===== config.mk =====
export PLATFORM = sky130hd
export DESIGN_NAME = lru_key_value_cache_top
export DESIGN_NICKNAME = d
export VERILOG_FILES = /design/src/lkvc_pkg.sv /design/src/lkvc_kv_mem.sv /design/src/lkvc_recency.sv /design/src/lkvc_apb_regs.sv /design/src/lru_key_value_cache_top.sv
export SDC_FILE = /design/constraint.sdc
export NUM_CORES = 2
export LEC_CHECK = 0
export BUFFER_PORTS_ARGS = -buffer_cell sky130_fd_sc_hd__buf_4
export CAP_MARGIN = 20
export CORE_AREA = 4 4 344 346
export CTS_CLUSTER_SIZE = 14
export DETAILED_ROUTE_END_ITERATION = 6
export DIE_AREA = 0 0 348 350
export PLACE_DENSITY = 0.62
export SETUP_SLACK_MARGIN = 0.2
export SYNTH_ARGS = -nofsm -noshare
export SYNTH_HDL_FRONTEND = slang
export SYNTH_SLANG_ARGS = --single-unit

===== constraint.sdc =====
create_clock -name i_clk -period 11.3 [get_ports i_clk]
set_input_delay 2.26 -clock i_clk [delete_from_list [all_inputs] [get_ports i_clk]]
set_output_delay 2.26 -clock i_clk [all_outputs]
set_load 0.02 [all_outputs]

===== src/lkvc_pkg.sv =====
`timescale 1ns / 1ps
`default_nettype none
// ----------------------------------------------------------------------------
// lkvc_pkg
// Shared types and constants for the LRU key-value cache.
// ----------------------------------------------------------------------------
package lkvc_pkg;

    localparam int MAX_ENTRIES = 16;
    localparam int IDX_W       = $clog2(MAX_ENTRIES);
    localparam int CNT_W       = $clog2(MAX_ENTRIES + 1);
    localparam int KEY_W       = 32;
    localparam int VAL_W       = 32;
    localparam int CAP_W       = 5;
    localparam int CMP_W       = (CNT_W > CAP_W) ? CNT_W : CAP_W;

    // APB register map: one 32-bit register per word.
    localparam int APB_DW    = 32;
    localparam int ADDR_W    = 3;
    localparam int REG_IDX_W = ADDR_W - 2;

    localparam logic [REG_IDX_W-1:0] REG_CAPACITY = '0;
    localparam logic [CAP_W-1:0]     CAP_RESET    = CAP_W'(16);

    localparam logic CMD_GET = 1'b0;
    localparam logic CMD_PUT = 1'b1;

    typedef enum logic [1:0] {
        ST_IDLE,
        ST_SEARCH,
        ST_FINISH
    } t_state;

    typedef logic [MAX_ENTRIES-1:0][IDX_W-1:0] t_rank_arr;

    // Update request from the controller to the recency table.
    typedef struct packed {
        logic             promote;
        logic             insert;
        logic             evict;
        logic [IDX_W-1:0] hit_idx;
        logic [IDX_W-1:0] victim_idx;
    } t_rec_cmd;

endpackage

`default_nettype wire


===== src/lkvc_kv_mem.sv =====
`timescale 1ns / 1ps
`default_nettype none
// ----------------------------------------------------------------------------
// lkvc_kv_mem
// Key and value storage: one write port, one read port, registered read data.
// ----------------------------------------------------------------------------
module lkvc_kv_mem (
    input  wire logic                                    i_clk,
    input  wire logic                                    i_we,
    input  wire logic [lkvc_pkg::IDX_W-1:0]              i_waddr,
    input  wire logic [lkvc_pkg::KEY_W+lkvc_pkg::VAL_W-1:0] i_wdata,
    input  wire logic [lkvc_pkg::IDX_W-1:0]              i_raddr,
    output logic [lkvc_pkg::KEY_W+lkvc_pkg::VAL_W-1:0]   o_rdata
);
    import lkvc_pkg::*;

    logic [KEY_W+VAL_W-1:0] r_mem [MAX_ENTRIES];

    always_ff @(posedge i_clk) begin
        if (i_we) begin
            r_mem[i_waddr] <= i_wdata;
        end
        o_rdata <= r_mem[i_raddr];
    end

endmodule

`default_nettype wire


===== src/lkvc_recency.sv =====
`timescale 1ns / 1ps
`default_nettype none
// ----------------------------------------------------------------------------
// lkvc_recency
// Valid bits, recency ranks and fill count, registered and updated from each request command.
// ----------------------------------------------------------------------------
module lkvc_recency (
    input  wire logic                            i_clk,
    input  wire logic                            i_rst_n,
    input  wire lkvc_pkg::t_rec_cmd              i_cmd,
    output logic [lkvc_pkg::MAX_ENTRIES-1:0]     o_valid,
    output lkvc_pkg::t_rank_arr                  o_rank,
    output logic [lkvc_pkg::CNT_W-1:0]           o_occupied,
    output logic [lkvc_pkg::IDX_W-1:0]           o_free_idx
);
    import lkvc_pkg::*;

    logic [MAX_ENTRIES-1:0] r_valid, n_valid;
    t_rank_arr              r_rank, n_rank;
    logic [CNT_W-1:0]       r_occ, n_occ;
    logic [MAX_ENTRIES-1:0] kept;
    logic [IDX_W-1:0]       free_idx;
    logic [IDX_W-1:0]       hit_rank;

    always_comb begin
        kept = r_valid;
        if (i_cmd.evict) begin
            kept[i_cmd.victim_idx] = 1'b0;
        end

        // Lowest-numbered free slot once the victim is gone.
        free_idx = '0;
        for (int i = MAX_ENTRIES - 1; i >= 0; i--) begin
            if (!kept[i]) begin
                free_idx = IDX_W'(i);
            end
        end

        hit_rank = r_rank[i_cmd.hit_idx];
        n_valid  = r_valid;
        n_rank   = r_rank;
        n_occ    = r_occ;

        if (i_cmd.promote) begin
            for (int i = 0; i < MAX_ENTRIES; i++) begin
                if (r_valid[i] && (r_rank[i] < hit_rank)) begin
                    n_rank[i] = r_rank[i] + 1'b1;
                end
            end
            n_rank[i_cmd.hit_idx] = '0;
        end else if (i_cmd.insert) begin
            for (int i = 0; i < MAX_ENTRIES; i++) begin
                if (kept[i]) begin
                    n_rank[i] = r_rank[i] + 1'b1;
                end
            end
            if (i_cmd.evict) begin
                n_rank[i_cmd.victim_idx] = '0;
            end
            n_rank[free_idx]  = '0;
            n_valid           = kept;
            n_valid[free_idx] = 1'b1;
            n_occ             = i_cmd.evict ? r_occ : r_occ + 1'b1;
        end
    end

    always_ff @(posedge i_clk) begin
        if (!i_rst_n) begin
            r_valid <= '0;
            r_rank  <= '0;
            r_occ   <= '0;
        end else begin
            r_valid <= n_valid;
            r_rank  <= n_rank;
            r_occ   <= n_occ;
        end
    end

    assign o_valid    = r_valid;
    assign o_rank     = r_rank;
    assign o_occupied = r_occ;
    assign o_free_idx = free_idx;

endmodule

`default_nettype wire


===== src/lkvc_apb_regs.sv =====
`timescale 1ns / 1ps
`default_nettype none
// ----------------------------------------------------------------------------
// lkvc_apb_regs
// APB register bank holding the capacity setting.
// ----------------------------------------------------------------------------
module lkvc_apb_regs (
    input  wire logic                          i_clk,
    input  wire logic                          i_rst_n,
    input  wire logic                          psel,
    input  wire logic                          penable,
    input  wire logic                          pwrite,
    input  wire logic [lkvc_pkg::ADDR_W-1:0]   paddr,
    input  wire logic [lkvc_pkg::APB_DW-1:0]   pwdata,
    output logic [lkvc_pkg::APB_DW-1:0]        prdata,
    output logic                               pready,
    output logic [lkvc_pkg::CAP_W-1:0]         o_capacity
);
    import lkvc_pkg::*;

    logic [CAP_W-1:0]     r_capacity;
    logic [REG_IDX_W-1:0] reg_idx;
    logic                 wr_en;

    assign reg_idx = paddr[ADDR_W-1:2];
    assign wr_en   = psel && penable && pwrite;
    assign pready  = 1'b1;

    always_ff @(posedge i_clk) begin
        if (!i_rst_n) begin
            r_capacity <= CAP_RESET;
        end else if (wr_en && (reg_idx == REG_CAPACITY)) begin
            r_capacity <= pwdata[CAP_W-1:0];
        end
    end

    always_comb begin
        prdata = '0;
        if (reg_idx == REG_CAPACITY) begin
            prdata = APB_DW'(r_capacity);
        end
    end

    assign o_capacity = r_capacity;

endmodule

`default_nettype wire


===== src/lru_key_value_cache_top.sv =====
`timescale 1ns / 1ps
`default_nettype none
// ----------------------------------------------------------------------------
// lru_key_value_cache_top
// Fully associative key-value cache with least-recently-used replacement.
// ----------------------------------------------------------------------------
// A request reads every entry through the single read port of the key/value memory,
// checks the registered read data, then passes a finish state; the result strobe is
// registered from the finish state. Busy stays high from the search until idle.
// The result cannot be stalled; a new request is taken while it is shown.
// Reset clears valid bits, ranks, fill count and sets capacity to 16.
// ----------------------------------------------------------------------------
module lru_key_value_cache_top (
    input  wire logic                          i_clk,
    input  wire logic                          i_rst_n,
    input  wire logic                          psel,
    input  wire logic                          penable,
    input  wire logic                          pwrite,
    input  wire logic [lkvc_pkg::ADDR_W-1:0]   paddr,
    input  wire logic [lkvc_pkg::APB_DW-1:0]   pwdata,
    output logic [lkvc_pkg::APB_DW-1:0]        prdata,
    output logic                               pready,
    input  wire logic                          start,
    output logic                               busy,
    input  wire logic                          i_cmd,
    input  wire logic signed [31:0]            i_lookup_key,
    input  wire logic signed [31:0]            i_write_value,
    output logic                               o_valid,
    output logic                               o_hit,
    output logic signed [31:0]                 o_read_value,
    output logic                               o_evicted,
    output logic signed [31:0]                 o_evicted_key
);
    import lkvc_pkg::*;

    t_state r_state, n_state;

    logic [CAP_W-1:0]       capacity;
    logic [CMP_W-1:0]       eff_cap;
    logic [CMP_W-1:0]       occ_ext;

    logic                   r_cmd;
    logic [KEY_W-1:0]       r_key;
    logic [VAL_W-1:0]       r_val;
    logic [IDX_W:0]         r_cnt;
    logic [IDX_W-1:0]       r_rd_idx;
    logic                   r_rd_live;
    logic                   r_hit;
    logic [IDX_W-1:0]       r_hit_idx;
    logic [VAL_W-1:0]       r_hit_val;
    logic [IDX_W-1:0]       r_vic_idx;
    logic [KEY_W-1:0]       r_vic_key;

    logic [KEY_W+VAL_W-1:0] rd_data;
    logic [KEY_W-1:0]       rd_key;
    logic [VAL_W-1:0]       rd_val;
    logic                   mem_we;
    logic [IDX_W-1:0]       mem_waddr;

    logic [MAX_ENTRIES-1:0] valid;
    t_rank_arr              rank;
    logic [CNT_W-1:0]       occupied;
    logic [IDX_W-1:0]       free_idx;
    t_rec_cmd               rec_cmd;

    logic                   accept;
    logic                   fin;
    logic                   do_evict;
    logic                   do_insert;
    logic                   entry_live;

    lkvc_apb_regs u_regs (
        .i_clk      (i_clk),
        .i_rst_n    (i_rst_n),
        .psel       (psel),
        .penable    (penable),
        .pwrite     (pwrite),
        .paddr      (paddr),
        .pwdata     (pwdata),
        .prdata     (prdata),
        .pready     (pready),
        .o_capacity (capacity)
    );

    lkvc_kv_mem u_mem (
        .i_clk   (i_clk),
        .i_we    (mem_we),
        .i_waddr (mem_waddr),
        .i_wdata ({r_key, r_val}),
        .i_raddr (r_cnt[IDX_W-1:0]),
        .o_rdata (rd_data)
    );

    lkvc_recency u_rec (
        .i_clk      (i_clk),
        .i_rst_n    (i_rst_n),
        .i_cmd      (rec_cmd),
        .o_valid    (valid),
        .o_rank     (rank),
        .o_occupied (occupied),
        .o_free_idx (free_idx)
    );

    assign rd_key = rd_data[KEY_W+VAL_W-1:VAL_W];
    assign rd_val = rd_data[VAL_W-1:0];

    // A capacity of zero behaves as one; anything above the table size is clipped.
    always_comb begin
        eff_cap = CMP_W'(capacity);
        if (capacity == '0) begin
            eff_cap = CMP_W'(1);
        end else if (CMP_W'(capacity) > CMP_W'(MAX_ENTRIES)) begin
            eff_cap = CMP_W'(MAX_ENTRIES);
        end
    end
    assign occ_ext = CMP_W'(occupied);

    assign accept     = start && !busy;
    assign fin        = (r_state == ST_FINISH);
    assign do_insert  = fin && (r_cmd == CMD_PUT) && !r_hit;
    assign do_evict   = do_insert && (occupied != '0) && (occ_ext >= eff_cap);
    assign entry_live = r_rd_live && valid[r_rd_idx];

    always_comb begin
        rec_cmd.promote    = fin && r_hit;
        rec_cmd.insert     = do_insert;
        rec_cmd.evict      = do_evict;
        rec_cmd.hit_idx    = r_hit_idx;
        rec_cmd.victim_idx = r_vic_idx;
    end

    assign mem_we    = (fin && r_hit && (r_cmd == CMD_PUT)) || do_insert;
    assign mem_waddr = r_hit ? r_hit_idx : free_idx;

    always_ff @(posedge i_clk) begin
        if (!i_rst_n) begin
            r_state <= ST_IDLE;
        end else begin
            r_state <= n_state;
        end
    end

    always_comb begin
        n_state = r_state;
        busy    = 1'b1;
        case (r_state)
            ST_IDLE: begin
                busy = 1'b0;
                if (start) begin
                    n_state = ST_SEARCH;
                end
            end
            ST_SEARCH: begin
                // The read of the last entry returns while the counter sits at the end.
                if (r_cnt[IDX_W]) begin
                    n_state = ST_FINISH;
                end
            end
            ST_FINISH: begin
                n_state = ST_IDLE;
            end
            default: begin
                n_state = ST_IDLE;
            end
        endcase
    end

    always_ff @(posedge i_clk) begin
        if (!i_rst_n) begin
            r_cnt     <= '0;
            r_rd_live <= 1'b0;
            r_hit     <= 1'b0;
            o_valid   <= 1'b0;
        end else begin
            r_rd_live <= (r_state == ST_SEARCH) && !r_cnt[IDX_W];
            o_valid   <= fin;
            if (accept) begin
                r_cnt <= '0;
                r_hit <= 1'b0;
            end else if ((r_state == ST_SEARCH) && !r_cnt[IDX_W]) begin
                r_cnt <= r_cnt + 1'b1;
            end
            if (entry_live && (rd_key == r_key) && !r_hit) begin
                r_hit <= 1'b1;
            end
        end
    end

    always_ff @(posedge i_clk) begin
        r_rd_idx <= r_cnt[IDX_W-1:0];
        if (accept) begin
            r_cmd <= i_cmd;
            r_key <= i_lookup_key;
            r_val <= i_write_value;
        end
        if (entry_live && (rd_key == r_key) && !r_hit) begin
            r_hit_idx <= r_rd_idx;
            r_hit_val <= rd_val;
        end
        // Ranks are unique among valid entries, so the oldest one has rank fill-1.
        if (entry_live && ({1'b0, rank[r_rd_idx]} == CNT_W'(occupied - 1'b1))) begin
            r_vic_idx <= r_rd_idx;
            r_vic_key <= rd_key;
        end
        if (fin) begin
            o_hit         <= r_hit;
            o_read_value  <= (r_hit && (r_cmd == CMD_GET)) ? r_hit_val : '1;
            o_evicted     <= do_evict;
            o_evicted_key <= do_evict ? r_vic_key : '0;
        end
    end

    a_fill_matches_valid: assert property (@(posedge i_clk) disable iff (!i_rst_n)
        $countones(valid) == int'(occupied))
        else $error("fill count disagrees with valid bits");

    a_fill_bounded: assert property (@(posedge i_clk) disable iff (!i_rst_n)
        int'(occupied) <= MAX_ENTRIES)
        else $error("fill count above table size");

    a_strobe_after_finish: assert property (@(posedge i_clk) disable iff (!i_rst_n)
        o_valid |-> $past(r_state == ST_FINISH))
        else $error("result strobe without a finished request");

    a_evict_only_on_miss: assert property (@(posedge i_clk) disable iff (!i_rst_n)
        (o_valid && o_evicted) |-> !o_hit)
        else $error("eviction reported on a hit");

endmodule

`default_nettype wire


==> implementation parameters <==
Parameter                              Value

Pwr
  Clock power share    44.5%
  Design Power    0.0108 W
  Internal Dissipation    0.00862 W
  Fraction of power consumed by combinational cells    2.6%
  Power per Cell Area    169 mW/mm^2
  Net switching power    0.00217 W
  Worst supply voltage drop on vdd    0.173 mV
  Switching power as a share of total power    20.1%
  Static leakage    20.5 nW
  Sequential share of power    53.0%

Yosys
  Gate count after technology mapping    3021
  Number of flip-flops and latches in the synthesized netlist    1395
  Sequential cell area fraction in the yosys report    71.5%
  Syn avg cell area    18.6 sq um
  EDFF count, synth    1227
  YS warnings    0
  Count of different cell masters after synthesis    83
  Leading post-synthesis cells by cell area    sky130_fd_sc_hd__edfxtp_1 66%, sky130_fd_sc_hd__mux4_2 15%, sky130_fd_sc_hd__dfxtp_1 6.0%
  Async SR Flop Fraction    0%
  Area share of the leading cell type in the synthesized netlist    65.5%
  Predominant post-synthesis flop cell    sky130_fd_sc_hd__edfxtp_1
  Mapped cell area    0.0562 sq mm
  Cell type contributing the most total cell area after synthesis    sky130_fd_sc_hd__edfxtp_1

Floorplanning
  Count of pins on the block boundary    207
  Die area    0.122 sq mm
  Std-Cell Rows    125
  Core region area    0.115 sq mm
  Die Height    350 microns
  Width of the die    348 microns
  Initial standard-cell utilization of the core    48.7%

Clock tree
  Master cell of the clock root buffer    sky130_fd_sc_hd__clkbuf_16
  Post-CTS setup buffer count    0
  Clock slew at reported path FFs    60 ps
  Total CTS buffers    146
  CTS sink count    1395
  Number of H-tree branching levels    4
  Clock latency on the worst-skew pair    760 ps
  Hold-fix buffer count after cts    0
  Clock tree from TritonCTS    built
  Number of instances resized during post-cts repair    0
  Maximum number of buffers from clock root to sink    3

Critical path
  Worst endpoint data arrival time    6550 ps
  Dominant cell type by count on the critical path    sky130_fd_sc_hd__buf_4
  Category of the critical setup timing path    reg2reg
  Slowest cell delay on critical path    770 ps
  Ordered cell list for the critical path    nand4bb_1, buf_4, a211oi_4, buf_4, and4_1, a21o_1, o2111ai_1, or3_1, o21ai_1, mux2i_1, buf_4, nor3_2, buf_4, buf_4
  Setup crit start kind    flip-flop
  Slowest cell on the critical path    sky130_fd_sc_hd__nor3_2
  Worst flop-to-flop path endpoint    u_mem.r_mem[5][45]
  Setup crit end    u_mem.r_mem[5][45]
  Register-to-register setup slack    5110 ps
  Worst setup path start    r_hit
  Reg-to-Reg Start    r_hit
  Largest fanout of any net on the critical path    40
  Length in cells of the worst reg-to-reg path    14
  Kind of end point of the critical path    flip-flop
  Required time reported for the critical path endpoint    11660 ps

Routing
  DRT iter0 DRCs    3240
  Total detailed-routing wirelength    142000 microns
  Average wire length per cell after detail routing    29.1 microns
  Number of DRC violations after detailed routing    0
  Total number of vias    30000
  Remaining number of nets flagged by the antenna check after routing    0
  Vias per std cell    6.16
  1st-pass router iterations    6

Finish
  Reg area    0.0402 sq mm
  Fillers    8725
  Total area of multi-input combinational cells    0.0153 sq mm
  Final-stage net count    3401
  Share of layout cells above drive strength 1    25.0%
  Antenna Diode Count    0
  Area growth, synth to finish    13.9%
  Post-route cell area    0.0640 sq mm

Placement
  Final weighted congestion in routability-driven placement    0.910
  Final HPWL DP    78600 microns
  Total placed instance area    0.0591 sq mm
  Total of buffers placed on input and output ports    149

Min path
  Hold Path Class    reg2reg

Timing
  Final critical delay including setup and external delays    6190 ps
  Part of the cycle the worst path needs    54.8%
  Final number of hold-violating endpoints    0
  Worst Skew    42.0 ps
  Setup repair after global routing missed its margin    false
  Final setup violation count    0
  Highest achievable clock rate    0.161 GHz
  Remaining max-slew budget at the tightest pin    12.5%
  Worst Max-Slew Pin Slew    1310 ps
  Max Slew Vio Count    0
  TNS Setup    0 ps

Global route
  Maximum number of pins on one net before global-route repair    172
  Met2 capacity usage during global routing    39.0%
  Global-route met3 utilization    3.89%
  GRT Overall Usage    23.3%
  Routing usage on met1    31.4%
  First-pass GRT wire length    207000 microns
  Vias in the first global route    30900
  Busiest grt layer    met2
  Initial antenna violation count    2
  GRT Residual Overflow    0

Run
  Max-cap viol count    0

Status
  Outcome    finished clean
-- cell families (layout without fill, tap and decap cells) --
kind of cell / after synthesis / after routing / share of synthesized area [%]
buffers and inverters: 221 / 521 / 1.70
DFF: 1395 / 1395 / 71.5
and+or+nand+nor: 497 / 497 / 4.65
adders and majority gates: 72 / 72 / 1.60
other: 2 / 28 / 0.0134
xor gates and xnor gates: 71 / 71 / 1.11
AOI/OAI and AO/OA: 376 / 376 / 4.38
muxes: 387 / 387 / 15.0
-- through the flow --
step | setup slack, ps | utilization, % | instances | hold slack (ps)
2_1_floorplan | 2840 | - | 3047 | 329
3_3_place_gp | 5120 | 51.2 | 4598 | 387
3_5_place_dp | 5130 | 51.2 | 4598 | 390
4_1_cts | 5070 | 55.4 | 4870 | 397
5_1_grt | 4830 | 55.5 | 4871 | 406
6_report | 5110 | 55.5 | 4871 | 397
-- critical path: cells and delay by family, from the launching register on --
family          cells  cell delay [ps]
compound gates      4              840
flops               1              510
simple gates        4             1980
mux                 1               90
buf+inv             5             2270
-- synthesized netlist by cell type, drive strengths merged (38+ instances only) --
master	n
mux4	365
o21ai	112
nand2b	46
edfxtp	1227
a21oi	93
nor2	89
nand3	45
nand2	109
clkbuf	109
inv	38
buf	74
ha	72
and3	48
dfxtp	168
xor2	46
-- routing by layer --
| metal | vias to the layer above | share of wire [%] |
|---|---|---|
| li1 | 12700 | - |
| met1 | 15800 | 40 |
| met2 | 1238 | 51 |
| met3 | 277 | 6.6 |
| met4 | 0 | 3.1 |
| met5 | - | 0 |
-- placed cells by master (no fill, tap or decap), drive strengths merged, types with 8 or more instances in the layout --
master     n
edfxtp  1227
mux4     365
buf      211
clkbuf   200
dfxtp    168
o21ai    112
nand2    109
a21oi     93
nor2      89
ha        72
clkinv    51
and3      48
xor2      46
nand2b    46
nand3     45
inv       42
nor3      36
nand4     30
conb      28
xnor2     25
mux2i     20
nor2b     20
o22ai     20
nor4      17
a31oi     15
o21a      14
o211ai    14
bufinv    13
nor3b     13
o31ai     10
o32ai     10
and2       9
or2        8
a21o       8
a22oi      8
-- area by class of cell --
cell class	count	area share, %
well taps	1524	2.98
multi-input cells	1431	23.8
repair buffers	211	2.54
clock buffers	200	6.41
flip-flops and latches	1395	62.8
clock inverters	72	1.17
inverters	38	0.227
-- flip-flops by register name, indices dropped and copies added, names as in the netlist, 2 cells and up --
name               flops
u_rec.o_valid         16
u_rec.o_rank          64
r_key                 32
r_vic_idx              4
u_mem.r_mem         1024
r_cnt                  5
r_vic_key             32
o_evicted_key         32
u_mem.o_rdata         64
r_val                 32
r_hit_idx              4
u_regs.o_capacity      5
u_rec.o_occupied       5
r_rd_idx               4
o_read_value          32
r_hit_val             32
r_state                2
-- worst min path at each step --
stage                            startpoint            end  slack (ps)  cells after the start
after floorplan                    r_cnt[2]    r_rd_idx[2]         330                      0
after global placement    u_mem.o_rdata[18]  r_hit_val[18]         390                      0
after detailed placement  u_mem.o_rdata[14]  r_hit_val[14]         390                      0
after CTS                 u_mem.o_rdata[23]  r_hit_val[23]         400                      0
after global routing      u_mem.o_rdata[23]  r_hit_val[23]         410                      0
final                     u_mem.o_rdata[23]  r_hit_val[23]         400                      0
-- power by group through the flow --
stage	clock, W	sequential [W]	combinational (W)
2_1_floorplan	0	0.00579	0.000206
3_3_place_gp	0	0.00581	0.000274
3_5_place_dp	0	0.00582	0.000278
4_1_cts	0.00489	0.00571	0.000280
5_1_grt	0.00512	0.00572	0.000298
6_report	0.00480	0.00571	0.000276
Note: power is estimated with default switching activity, not from simulation.
